$ cat src/rtl/core/oel_pkg.sv
// shared types, constants and sequencer states for the one euro adaptive low-pass unit
`default_nettype none
package oel_pkg;

    // fraction bits of sample and speed values
    localparam int FRAC_BITS   = 16;
    // fixed q0.16 scaling used by the smoothing and output steps
    localparam int Q16_BITS    = 16;
    localparam int EST_W       = 48;
    localparam int MUL_A_W     = 48;
    localparam int MUL_B_W     = 24;
    localparam int PROD_W      = MUL_A_W + MUL_B_W;
    localparam int DIV_STEPS   = 17;
    localparam int DIV_CNT_W   = $clog2(DIV_STEPS);
    localparam int W_W         = 35;
    localparam int DEN_W       = 36;

    localparam logic [EST_W-1:0]   EST_MAX    = {1'b0, {(EST_W-1){1'b1}}};
    localparam logic [EST_W-1:0]   EST_MIN    = {1'b1, {(EST_W-1){1'b0}}};
    localparam logic [23:0]        TWO_PI_Q16 = 24'd411775;
    localparam logic [16:0]        ONE_Q16    = 17'd65536;

    // configuration register indexes
    localparam logic [1:0] REG_MIN_CUTOFF   = 2'd0;
    localparam logic [1:0] REG_SPEED_GAIN   = 2'd1;
    localparam logic [1:0] REG_SAMPLE_RATE  = 2'd2;
    localparam logic [1:0] REG_SMOOTHING    = 2'd3;

    // request opcodes
    localparam logic OP_FILTER = 1'b0;
    localparam logic OP_ALIGN  = 1'b1;

    typedef struct packed {
        logic               opcode;
        logic signed [31:0] sample_value;
    } oel_in_t;

    typedef struct packed {
        logic signed [31:0] filtered_value;
        logic               active;
    } oel_out_t;

    typedef enum logic [3:0] {
        S_IDLE,
        S_SPEED,
        S_SAT,
        S_DELTA,
        S_EST,
        S_UPD,
        S_MAG,
        S_HI,
        S_LO,
        S_TERM,
        S_W,
        S_DEN,
        S_DIVI,
        S_DIV,
        S_OUT,
        S_FIN
    } oel_state_t;

endpackage
`default_nettype wire

$ cat src/rtl/core/one_euro_adaptive_lowpass_unit.sv
// one euro adaptive low-pass filter: sequencer around one shared multiplier and divider step
//
// Input channel in_valid/in_ready/in_data carries one request: opcode and a signed Q16.16
// sample. An align request loads the output with the sample, clears the speed estimate
// and sets active. A filter request before the first align returns the held output.
// Output channel out_valid/out_ready/out_data returns exactly one result per request.
// An active filter request runs a chain of multiplies through the one 48x24 multiplier
// and, when den is non-zero, the 17 restoring divide steps that form alpha.
// A new request is taken only when the sequencer is idle. in_ready rises again
// while a result still waits in the output register; a finished result waits until
// the output register is empty or out_ready is high before it is written, so a
// stalled receiver holds the sequencer in its last step.
// The configuration port cfg_we/cfg_index/cfg_data writes a register and
// clears output, speed estimate and active. Reset (rst_n low) loads the default
// registers, clears the state and empties the output register.
`default_nettype none
module one_euro_adaptive_lowpass_unit (
    input  wire logic             clk,
    input  wire logic             rst_n,
    input  wire logic             in_valid,
    output logic                  in_ready,
    input  wire oel_pkg::oel_in_t in_data,
    output logic                  out_valid,
    input  wire logic             out_ready,
    output oel_pkg::oel_out_t     out_data,
    input  wire logic             cfg_we,
    input  wire logic [1:0]       cfg_index,
    input  wire logic [23:0]      cfg_data
);
    import oel_pkg::*;

    oel_state_t state_reg, state_next;

    logic [23:0]          min_cut_reg;
    logic [23:0]          gain_reg;
    logic [15:0]          rate_reg;
    logic [16:0]          smooth_reg;

    logic [31:0]          out_val_reg, out_val_next;
    logic [EST_W-1:0]     est_reg, est_next;
    logic                 aligned_reg, aligned_next;

    logic [32:0]          diff_reg, diff_next;
    logic [EST_W-1:0]     spd_reg, spd_next;
    logic [EST_W-1:0]     dmag_reg, dmag_next;
    logic                 dneg_reg, dneg_next;
    logic [PROD_W-1:0]    prod_reg;
    logic [PROD_W-1:0]    term_reg, term_next;
    logic [31:0]          cut_reg, cut_next;
    logic [W_W-1:0]       w_reg, w_next;
    logic [DEN_W-1:0]     den_reg, den_next;
    logic [DEN_W-1:0]     rem_reg, rem_next;
    logic [16:0]          nlow_reg, nlow_next;
    logic [16:0]          quot_reg, quot_next;
    logic [DIV_CNT_W-1:0] cnt_reg, cnt_next;

    logic                 out_valid_reg, out_valid_next;
    oel_out_t             out_data_reg, out_data_next;

    logic [MUL_A_W-1:0]   mul_a;
    logic [MUL_B_W-1:0]   mul_b;
    logic [PROD_W-1:0]    prod_next;

    // scratch values of the combinational step
    logic [32:0]          diff_mag;
    logic [48:0]          d49;
    logic [EST_W-1:0]     d48;
    logic [63:0]          rsum64;
    logic [48:0]          r49;
    logic [48:0]          e49;
    logic [PROD_W-1:0]    tsum;
    logic [32:0]          c33;
    logic [51:0]          num;
    logic [DEN_W:0]       rr;
    logic [16:0]          alpha;
    logic [49:0]          rsum50;
    logic [33:0]          r34;
    logic [33:0]          o34;
    logic [16:0]          smooth_eff;
    logic                 in_fire;
    logic                 cfg_hit;

    assign in_ready  = (state_reg == S_IDLE);
    assign in_fire   = in_valid && in_ready;
    assign out_valid = out_valid_reg;
    assign out_data  = out_data_reg;
    assign cfg_hit   = cfg_we;
    assign smooth_eff = (smooth_reg > ONE_Q16) ? ONE_Q16 : smooth_reg;
    assign diff_mag  = diff_reg[32] ? (33'd0 - diff_reg) : diff_reg;
    assign prod_next = PROD_W'(mul_a) * PROD_W'(mul_b);

    // state register
    always_ff @(posedge clk or negedge rst_n)
    begin
        if (!rst_n)
        begin
            state_reg <= S_IDLE;
        end
        else
        begin
            state_reg <= state_next;
        end
    end

    // configuration and control state
    always_ff @(posedge clk or negedge rst_n)
    begin
        if (!rst_n)
        begin
            min_cut_reg   <= 24'd65536;
            gain_reg      <= 24'd0;
            rate_reg      <= 16'd1000;
            smooth_reg    <= 17'd409;
            out_val_reg   <= 32'd0;
            est_reg       <= '0;
            aligned_reg   <= 1'b0;
            out_valid_reg <= 1'b0;
        end
        else
        begin
            out_valid_reg <= out_valid_next;
            if (cfg_hit)
            begin
                case (cfg_index)
                    REG_MIN_CUTOFF:  min_cut_reg <= cfg_data;
                    REG_SPEED_GAIN:  gain_reg    <= cfg_data;
                    REG_SAMPLE_RATE: rate_reg    <= cfg_data[15:0];
                    REG_SMOOTHING:   smooth_reg  <= cfg_data[16:0];
                    default:         rate_reg    <= rate_reg;
                endcase
                out_val_reg <= 32'd0;
                est_reg     <= '0;
                aligned_reg <= 1'b0;
            end
            else
            begin
                out_val_reg <= out_val_next;
                est_reg     <= est_next;
                aligned_reg <= aligned_next;
            end
        end
    end

    // datapath working registers
    always_ff @(posedge clk)
    begin
        diff_reg     <= diff_next;
        spd_reg      <= spd_next;
        dmag_reg     <= dmag_next;
        dneg_reg     <= dneg_next;
        prod_reg     <= prod_next;
        term_reg     <= term_next;
        cut_reg      <= cut_next;
        w_reg        <= w_next;
        den_reg      <= den_next;
        rem_reg      <= rem_next;
        nlow_reg     <= nlow_next;
        quot_reg     <= quot_next;
        cnt_reg      <= cnt_next;
        out_data_reg <= out_data_next;
    end

    // sequencer: next state, operand selection and step arithmetic
    always_comb
    begin
        state_next     = state_reg;
        out_val_next   = out_val_reg;
        est_next       = est_reg;
        aligned_next   = aligned_reg;
        diff_next      = diff_reg;
        spd_next       = spd_reg;
        dmag_next      = dmag_reg;
        dneg_next      = dneg_reg;
        term_next      = term_reg;
        cut_next       = cut_reg;
        w_next         = w_reg;
        den_next       = den_reg;
        rem_next       = rem_reg;
        nlow_next      = nlow_reg;
        quot_next      = quot_reg;
        cnt_next       = cnt_reg;
        out_data_next  = out_data_reg;
        out_valid_next = out_valid_reg && !out_ready;
        mul_a          = '0;
        mul_b          = '0;
        d49            = '0;
        d48            = '0;
        rsum64         = '0;
        r49            = '0;
        e49            = '0;
        tsum           = '0;
        c33            = '0;
        num            = '0;
        rr             = '0;
        alpha          = '0;
        rsum50         = '0;
        r34            = '0;
        o34            = '0;

        case (state_reg)
            S_IDLE:
            begin
                if (in_fire)
                begin
                    if (in_data.opcode == OP_ALIGN)
                    begin
                        out_val_next = in_data.sample_value;
                        est_next     = '0;
                        aligned_next = 1'b1;
                        state_next   = S_FIN;
                    end
                    else if (!aligned_reg)
                    begin
                        state_next = S_FIN;
                    end
                    else
                    begin
                        diff_next  = {in_data.sample_value[31], in_data.sample_value}
                                   - {out_val_reg[31], out_val_reg};
                        state_next = S_SPEED;
                    end
                    // mark the request as one that needs no output update
                    dneg_next = 1'b0;
                    quot_next = '0;
                end
            end

            // |diff| * rate
            S_SPEED:
            begin
                mul_a      = MUL_A_W'(diff_mag);
                mul_b      = MUL_B_W'(rate_reg);
                quot_next  = 17'd1;
                state_next = S_SAT;
            end

            // signed speed, saturated to the estimate width
            S_SAT:
            begin
                if (diff_reg[32])
                begin
                    spd_next = (prod_reg[47:0] > EST_MIN) ? EST_MIN
                                                          : (48'd0 - prod_reg[47:0]);
                end
                else
                begin
                    spd_next = prod_reg[47] ? EST_MAX : prod_reg[47:0];
                end
                state_next = S_DELTA;
            end

            // d = speed - estimate, saturated, split into sign and magnitude
            S_DELTA:
            begin
                d49 = {spd_reg[47], spd_reg} - {est_reg[47], est_reg};
                if (d49[48] != d49[47])
                begin
                    d48 = d49[48] ? EST_MIN : EST_MAX;
                end
                else
                begin
                    d48 = d49[47:0];
                end
                dneg_next  = d48[47];
                dmag_next  = d48[47] ? (48'd0 - d48) : d48;
                state_next = S_EST;
            end

            // |d| * smoothing
            S_EST:
            begin
                mul_a      = dmag_reg;
                mul_b      = MUL_B_W'(smooth_eff);
                state_next = S_UPD;
            end

            // estimate += round(d * s), saturated
            S_UPD:
            begin
                rsum64 = prod_reg[63:0] + 64'd32768;
                r49    = {1'b0, rsum64[63:Q16_BITS]};
                e49    = {est_reg[47], est_reg} + (dneg_reg ? (49'd0 - r49) : r49);
                if (e49[48] != e49[47])
                begin
                    est_next = e49[48] ? EST_MIN : EST_MAX;
                end
                else
                begin
                    est_next = e49[47:0];
                end
                state_next = S_MAG;
            end

            // magnitude of the new estimate
            S_MAG:
            begin
                dmag_next  = est_reg[47] ? (48'd0 - est_reg) : est_reg;
                state_next = S_HI;
            end

            // gain * integer part of |estimate|
            S_HI:
            begin
                mul_a      = MUL_A_W'(dmag_reg[EST_W-1:FRAC_BITS]);
                mul_b      = gain_reg;
                state_next = S_LO;
            end

            // gain * fraction part of |estimate|
            S_LO:
            begin
                term_next  = prod_reg;
                mul_a      = MUL_A_W'(dmag_reg[FRAC_BITS-1:0]);
                mul_b      = gain_reg;
                state_next = S_TERM;
            end

            // cutoff = min cutoff + term, saturated to 32 bits
            S_TERM:
            begin
                tsum = term_reg + (prod_reg >> FRAC_BITS);
                c33  = {9'd0, min_cut_reg} + {1'b0, tsum[31:0]};
                if ((|tsum[PROD_W-1:32]) || c33[32])
                begin
                    cut_next = 32'hFFFF_FFFF;
                end
                else
                begin
                    cut_next = c33[31:0];
                end
                state_next = S_W;
            end

            // w = cutoff * 2 pi
            S_W:
            begin
                mul_a      = MUL_A_W'(cut_reg);
                mul_b      = TWO_PI_Q16;
                state_next = S_DEN;
            end

            // den = w + rate in q16
            S_DEN:
            begin
                w_next     = prod_reg[W_W+15:16];
                den_next   = {1'b0, prod_reg[W_W+15:16]} + {4'd0, rate_reg, 16'd0};
                state_next = S_DIVI;
            end

            // load the divider with the rounded numerator
            S_DIVI:
            begin
                num        = {1'b0, w_reg, 16'd0} + {17'd0, den_reg[DEN_W-1:1]};
                rem_next   = {1'b0, num[51:17]};
                nlow_next  = num[16:0];
                quot_next  = '0;
                cnt_next   = '0;
                state_next = (den_reg == '0) ? S_OUT : S_DIV;
            end

            // one restoring divide step a cycle
            S_DIV:
            begin
                rr        = {rem_reg, nlow_reg[16]};
                nlow_next = {nlow_reg[15:0], 1'b0};
                if (rr >= {1'b0, den_reg})
                begin
                    rem_next  = DEN_W'(rr - {1'b0, den_reg});
                    quot_next = {quot_reg[15:0], 1'b1};
                end
                else
                begin
                    rem_next  = rr[DEN_W-1:0];
                    quot_next = {quot_reg[15:0], 1'b0};
                end
                cnt_next = cnt_reg + 1'b1;
                if (cnt_reg == DIV_CNT_W'(DIV_STEPS - 1))
                begin
                    state_next = S_OUT;
                end
            end

            // |diff| * alpha
            S_OUT:
            begin
                alpha      = (quot_reg > ONE_Q16) ? ONE_Q16 : quot_reg;
                mul_a      = MUL_A_W'(diff_mag);
                mul_b      = MUL_B_W'(alpha);
                dneg_next  = 1'b1;
                state_next = S_FIN;
            end

            // output update on a filter request, then write the result
            S_FIN:
            begin
                if (dneg_reg)
                begin
                    rsum50 = prod_reg[49:0] + 50'd32768;
                    r34    = {1'b0, rsum50[48:16]};
                    o34    = {{2{out_val_reg[31]}}, out_val_reg}
                           + (diff_reg[32] ? (34'd0 - r34) : r34);
                    if ((o34[33:31] != 3'b000) && (o34[33:31] != 3'b111))
                    begin
                        out_val_next = o34[33] ? 32'h8000_0000 : 32'h7FFF_FFFF;
                    end
                    else
                    begin
                        out_val_next = o34[31:0];
                    end
                    dneg_next = 1'b0;
                end
                else if (!out_valid_reg || out_ready)
                begin
                    out_data_next.filtered_value = out_val_reg;
                    out_data_next.active         = aligned_reg;
                    out_valid_next               = 1'b1;
                    state_next                   = S_IDLE;
                end
            end

            default:
            begin
                state_next = S_IDLE;
            end
        endcase
    end

    // align request loads the output and activates the filter
    assert property (@(posedge clk) disable iff (!rst_n)
        (in_fire && in_data.opcode == OP_ALIGN && !cfg_we)
            |=> (aligned_reg && out_val_reg == $past(in_data.sample_value) && est_reg == '0))
        else $error("align request did not load the filter state");

    // divider remainder stays below the divisor
    assert property (@(posedge clk) disable iff (!rst_n)
        (state_reg == S_DIV) |-> (rem_reg < den_reg))
        else $error("divider remainder out of range");

    // an inactive result always carries a cleared output
    assert property (@(posedge clk) disable iff (!rst_n)
        (out_valid && !out_data.active) |-> (out_data.filtered_value == 32'sd0))
        else $error("inactive result with non-zero output");

endmodule
`default_nettype wire

$ cat config.mk
export PLATFORM = sky130hd
export DESIGN_NAME = one_euro_adaptive_lowpass_unit
export DESIGN_NICKNAME = d
export VERILOG_FILES = /design/src/rtl/core/oel_pkg.sv /design/src/rtl/core/one_euro_adaptive_lowpass_unit.sv
export SDC_FILE = /design/constraint.sdc
export NUM_CORES = 2
export LEC_CHECK = 0
export BUFFER_PORTS_ARGS = -buffer_cell sky130_fd_sc_hd__buf_2
export CORE_ASPECT_RATIO = 0.75
export CORE_MARGIN = 5
export CORE_UTILIZATION = 40
export CTS_BUF_LIST = sky130_fd_sc_hd__clkbuf_16
export DETAILED_ROUTE_END_ITERATION = 8
export PLACE_DENSITY = 0.56
export SYNTH_ARGS = -nofsm -noshare
export SYNTH_HDL_FRONTEND = slang
export SYNTH_SLANG_ARGS = --single-unit
$ cat constraint.sdc
create_clock -name clk -period 46.3 [get_ports clk]
set_input_delay 2.315 -clock clk [delete_from_list [all_inputs] [get_ports clk]]
set_output_delay 2.315 -clock clk [all_outputs]
set_load 0.005 [all_outputs]
# After elaboration in Yosys (flattened, before gate mapping)
# Index checks and enable logic that the tools add are counted.
[word_totals]
in_bits = 64
ram_bits = 0
ff_bits = 652
memories = 0
romBits = 0
elab_cells = 166
latch_bits = 0
[op_classes]
bitwise = 2
mux = 53
n_addsub = 18
n_mul = 1
shift = 0
div_mod_pow = 0
order_cmp = 4
n_eq_ne = 29
reduce_logical = 35
[ops]
columns = ["operator", "count"]
rows = [
  ["two-way mux 48 bit", 12],
  ["case mux 48 bit (5 select lines)", 1],
  ["two-way mux 32 bit", 6],
  ["case mux 48 bit (2 select lines)", 2],
  ["subtractor 1 x 48 -> 48 bit, first input constant", 3],
  ["case mux 24 bit (5 select lines)", 1],
  ["adder 72 x 56 -> 72 bit", 1],
  ["multiplier 48 x 24 -> 72 bit", 1],
  ["case mux 36 bit (2 select lines)", 1],
  ["case mux 17 bit (4 select lines)", 1],
  ["adder 64 x 16 -> 64 bit, second input constant", 1],
  ["case mux 32 bit (2 select lines)", 1],
  ["case mux 4 bit (16 select lines)", 1],
  ["adder 51 x 35 -> 52 bit", 1],
  ["two-way mux 17 bit", 3],
  ["adder 49 x 16 -> 49 bit, second input constant", 1],
  ["adder 49 bit", 1],
  ["two-way mux 49 bit", 1],
  ["subtractor 1 x 48 -> 49 bit, first input constant", 1],
  ["subtractor 48 x 48 -> 49 bit", 1],
  ["> comparator 48 bit, second input constant", 1],
  ["two-way mux 47 bit", 1],
  ["OR reduction 40 bit", 1],
  [">= comparator 37 x 36 -> 1 bit", 1],
  ["other kinds (44)", 97],
]

# Longest topological paths before layout
[logic_depth]
word_depth = 10
depth_mapped = 40

# Worst setup path before layout
# OpenSTA, ideal clock, no wires.
[synth_path]
kind = "register to register"
start = "register state_reg[2]"
end = "register prod_reg[64]"
path_buffers = 5
setup_slack_ps = 31718
period_less_slack_ps = 14582
path_stages_with_launch = 38
setup_ps = 124
arrival_time_ps = 14457
path_cell_list = "dfrtp_1 clkbuf_1 nand2b_1 nor3_1 or2_2 clkbuf_1 clkbuf_1 clkbuf_1 a222oi_1 nand2_1 clkbuf_1 nand2_1 fa_1 inv_1 fa_1 inv_1 fa_1 fa_1 (+2 left out) inv_1 fa_1 inv_1 fa_1 ha_1 o21ai_0 a21oi_1 a22oi_1 a2111oi_0 nor4_1 o22a_1 a31o_2 o21a_1 or3_1 o221a_2 o21ai_0 a21oi_1 xnor2_1"
[synth_via]
elab_chain_cells = 4
elab_cells_between_ends = 11
cone_classes = "mul (1); eq/ne (6); mux (2); reduce/logical (2)"
[synth_lines]
columns = ["item", "line", "rtl"]
rows = [
  ["start, declared", "one_euro_adaptive_lowpass_unit.sv:32", "oel_state_t state_reg, state_next;"],
  ["start signal, assigned", "one_euro_adaptive_lowpass_unit.sv:101", "state_reg <= state_next;"],
  ["== test 4 bit (tied with other cells)", "one_euro_adaptive_lowpass_unit.sv:200", "case (state_reg)"],
  ["OR reduction 2 bit (no source line)", "--", ""],
  ["case mux 48 bit (5 select lines) / case mux 24 bit (5 select lines) (equally long branches)", "one_euro_adaptive_lowpass_unit.sv:200", ""],
  ["multiplier 48 x 24 -> 72 bit *", "one_euro_adaptive_lowpass_unit.sv:90", "assign prod_next = PROD_W'(mul_a) * PROD_W'(mul_b);"],
  ["net prod_next[64]", "one_euro_adaptive_lowpass_unit.sv:62", "logic [PROD_W-1:0] prod_next;"],
  ["end signal, assigned", "one_euro_adaptive_lowpass_unit.sv:151", "prod_reg <= prod_next;"],
  ["end, declared", "one_euro_adaptive_lowpass_unit.sv:47", "logic [PROD_W-1:0] prod_reg;"],
]
# Mark *: on every way through the listed nets, which the timed path passes. The rest lies on a longest branch.
# A chain may end at the register's enable or synchronous reset.

# Final worst setup path
[layout_path]
start = "register state_reg[1]"
end = "register prod_reg[65]"
# The elaborated chain is that of the path after synthesis.

==> results.py <==
metrics = {
    "die": {
        "design.core.area_um2": 208000,
        "die_y_um": 405,
        "dieArea_um2": 217000,
        "initial_core_util": 0.401,
        "pin_count": 99,
        "num_rows": 145,
        "die_w_um": 536,
    },
    "power": {
        "p_sw_mw": 3.77,
        "p_seq_frac": 0.150,
        "p_int_mw": 2.88,
        "power_frac_clock": 0.090,
        "p_leak_nw": 40.3,
        "peakVddDrop_uv": 55.7,
        "combPwrFrac": 0.760,
        "power_density_nw_per_um2": 73.9,
        "swShare": 0.566,
    },
    "synthesis": {
        "post-synth-top-area-cell": "fa_1",
        "synthFlopType": "edfxtp_1",
        "ys_ff_latch": 636,
        "synth_cell_type_count": 92,
        "synth-async-reset-ratio": 0.263,
        "synth-warning-count": 0,
        "synth_edf_count": 397,
        "netlist_area_um2": 83100,
        "syn_inst": 9504,
        "yosys-top-cells-area": "fa_1 25%, edfxtp_1 14%, ha_1 7.8%",
        "synth.avg_cell_area_um2": 8.75,
        "synth-seq-area-share": 0.211,
        "synth_top_area_share": 0.245,
    },
    "worst_setup_path": {
        "required_ns": 46.91,
        "arrival_ns": 12.12,
        "crit_fanout": 48,
        "cpMostUsedCell": "fa_1",
        "endpoint_kind": "flip-flop",
        "cp_slowest_cell": "or2_2",
        "crit_path_start_kind": "flip-flop",
        "slowest_delay_ns": 0.79,
        "path_class": "reg2reg",
    },
    "routing": {
        "drc": 0,
        "drt_iter0_drc": 8227,
        "vias": 71200,
        "drtPass1Iterations": 7,
        "vias_per_cell": 5.74,
        "wl_um": 320000,
        "ant_nets": 0,
        "wl_per_cell_um": 25.8,
    },
    "cts": {
        "cts_sinks": 636,
        "cts_tree": "done",
        "clock_latency_ns": 0.70,
        "htreeDepth": 3,
        "clockRootBuffer": "clkbuf_16",
        "cts.hold.buffers_added": 0,
        "cts_resized": 0,
        "post-cts-setup-buffers": 0,
        "path_clk_slew_ns": 0.07,
        "cts_buffers": 72,
        "clockBufferDepth": 3,
    },
    "timing": {
        "fin_skew_ns": 0.0400,
        "rsz0062_at_grt": "no",
        "finalSetupTns_ns": 0,
        "finalHoldViolCount": 0,
        "period_share": 0.249,
        "fmax_mhz": 86.9,
        "maxSlewHeadroom": 0.111,
        "tightest_slew_ns": 1.32,
        "maxSlewViolCount": 0,
        "min_period_ns": 11.51,
        "setup_violations": 0,
    },
    "finish": {
        "syn_to_final_growth_pct": 8.27,
        "final_cells": 12400,
        "layout.nets": 11100,
        "drive_above_1_share": 0.0639,
    },
    "placed_design": {
        "hpwlAfterDp_um": 250000,
        "place.gp.congestion": 0.996,
        "port-buffer-count": 98,
        "numPlacedInstances": 12300,
    },
    "job": {
        "cap_viol_max_count": 0,
    },
    "global_route": {
        "grt_usage": 0.291,
        "grt_max_degree": 75,
        "antenna_found_initial": 26,
        "grt_pass1_vias": 69500,
        "grt_pass1_wl_um": 470000,
        "gr-total-overflow": 0,
    },
    "worst_hold_path": {
        "hold_path.class": "reg2reg",
    },
    "status": {
        "run_status": "finished, final reports clean",
    },
}
cell usage after synthesis, drive strengths merged (43+ instances only):
| cell | count |
|---|---|
| a21o | 198 |
| a21oi | 468 |
| a221o | 57 |
| a31oi | 73 |
| and2 | 112 |
| and3 | 52 |
| buf | 43 |
| clkbuf | 392 |
| dfrtp | 155 |
| dfxtp | 72 |
| edfxtp | 397 |
| fa | 1019 |
| ha | 521 |
| inv | 1393 |
| mux2 | 90 |
| mux2i | 66 |
| nand2 | 1355 |
| nand2b | 69 |
| nand3 | 170 |
| nand4 | 93 |
| nor2 | 665 |
| nor2b | 64 |
| nor3 | 138 |
| nor4 | 66 |
| o21a | 66 |
| o21ai | 418 |
| o21bai | 53 |
| o22ai | 50 |
| o31ai | 64 |
| or3 | 56 |
| xnor2 | 349 |
| xor2 | 216 |
cell usage in the layout (no fill, tap or decap), types with 28 or more instances in the layout:
cell and count:
inv_1 1401, nand2_1 1352, fa_1 1019, nor2_1 653
ha_1 521, a21oi_1 464, o21ai_0 400, edfxtp_1 397
xnor2_1 348, xor2_1 216, a21o_1 197, buf_4 187
nand3_1 168, dfrtp_1 155, nor3_1 134, conb_1 112
and2_1 109, buf_2 97, nand4_1 92, mux2_2 90
a31oi_1 73, clkbuf_16 73, dfxtp_1 71, nand2b_1 69
o21a_1 66, mux2i_1 66, nor2b_1 64, o31ai_1 62
nor4_1 61, or3_1 55, o21bai_1 53, a221o_1 52
and3_1 52, o22ai_1 50, a211oi_1 41, or2_2 30
o211ai_1 30, or4_1 28
metal layers:
layer  wire (µm)  up-vias  track usage
met4        9260       16       0.0737
met3       40100      471       0.0999
met5         144        -      0.00245
li1            -    31600            -
met1      143000    35600        0.428
met2      127000     3540        0.405
worst paths after layout:
check,start,end,slack (ns),cells after the start
worst min register to register,prod_reg[69],term_reg[69],0.47,0
worst min-delay path,prod_reg[69],term_reg[69],0.47,0
worst max register to register,state_reg[1],prod_reg[65],34.79,35
worst max-delay path,state_reg[1],prod_reg[65],34.79,35
max in group asynchronous,rst_n,gain_reg[17],42.54,3
min in group asynchronous,rst_n,out_val_reg[28],1.69,1
cell type report:
cell class / instances / area [µm²]
Timing Repair Buffer: 285 / 1900
Sequential cell: 636 / 17600
Tap cell: 2793 / 3490
Multi-Input combinational cell: 7150 / 59400
Clock buffer: 73 / 1830
Clock inverter: 61 / 532
Antenna cell: 15 / 37.5
Inverter: 1393 / 5230
Fill cell: 20600 / 118000
per-stage QoR:
stage,instance area [µm²],hold slack [ns],setup slack [ns],power [mW],utilization
final,90000,0.466,34.79,6.65,0.434
after global routing,90000,0.470,34.22,7.15,0.434
after CTS,90000,0.467,34.95,6.56,0.434
after detailed placement,87600,0.446,35.06,5.91,0.422
after global placement,87600,0.453,35.18,5.89,0.422
after floorplan,83600,0.415,31.72,4.26,-
cells by family after synthesis:
kind of cell,after synthesis,synth area share
buf+inv,1828,0.0829
flops,636,0.211
compound gates,1821,0.143
simple gates,2953,0.159
other cells,2,0.0000903
xor+xnor,565,0.0596
fa+ha+maj,1543,0.324
mux,156,0.0201
power by group through the flow:
stage / combinational [mW] / sequential, mW / clock, mW
final: 5.05 / 0.995 / 0.602
after global routing: 5.51 / 1.00 / 0.636
after CTS: 4.95 / 0.990 / 0.613
after detailed placement: 4.91 / 0.998 / 0
after global placement: 4.89 / 0.998 / 0
after floorplan: 3.33 / 0.926 / 0
worst max-delay path, delay by kind of cell (launching register included):
kind	cells	cell delay, ns
flops	1	0.68
compound gates	11	3.03
xor+xnor	1	0.15
simple gates	7	2.00
fa+ha+maj	8	4.01
buf+inv	8	1.47
Power figures use the tool's default switching activity.
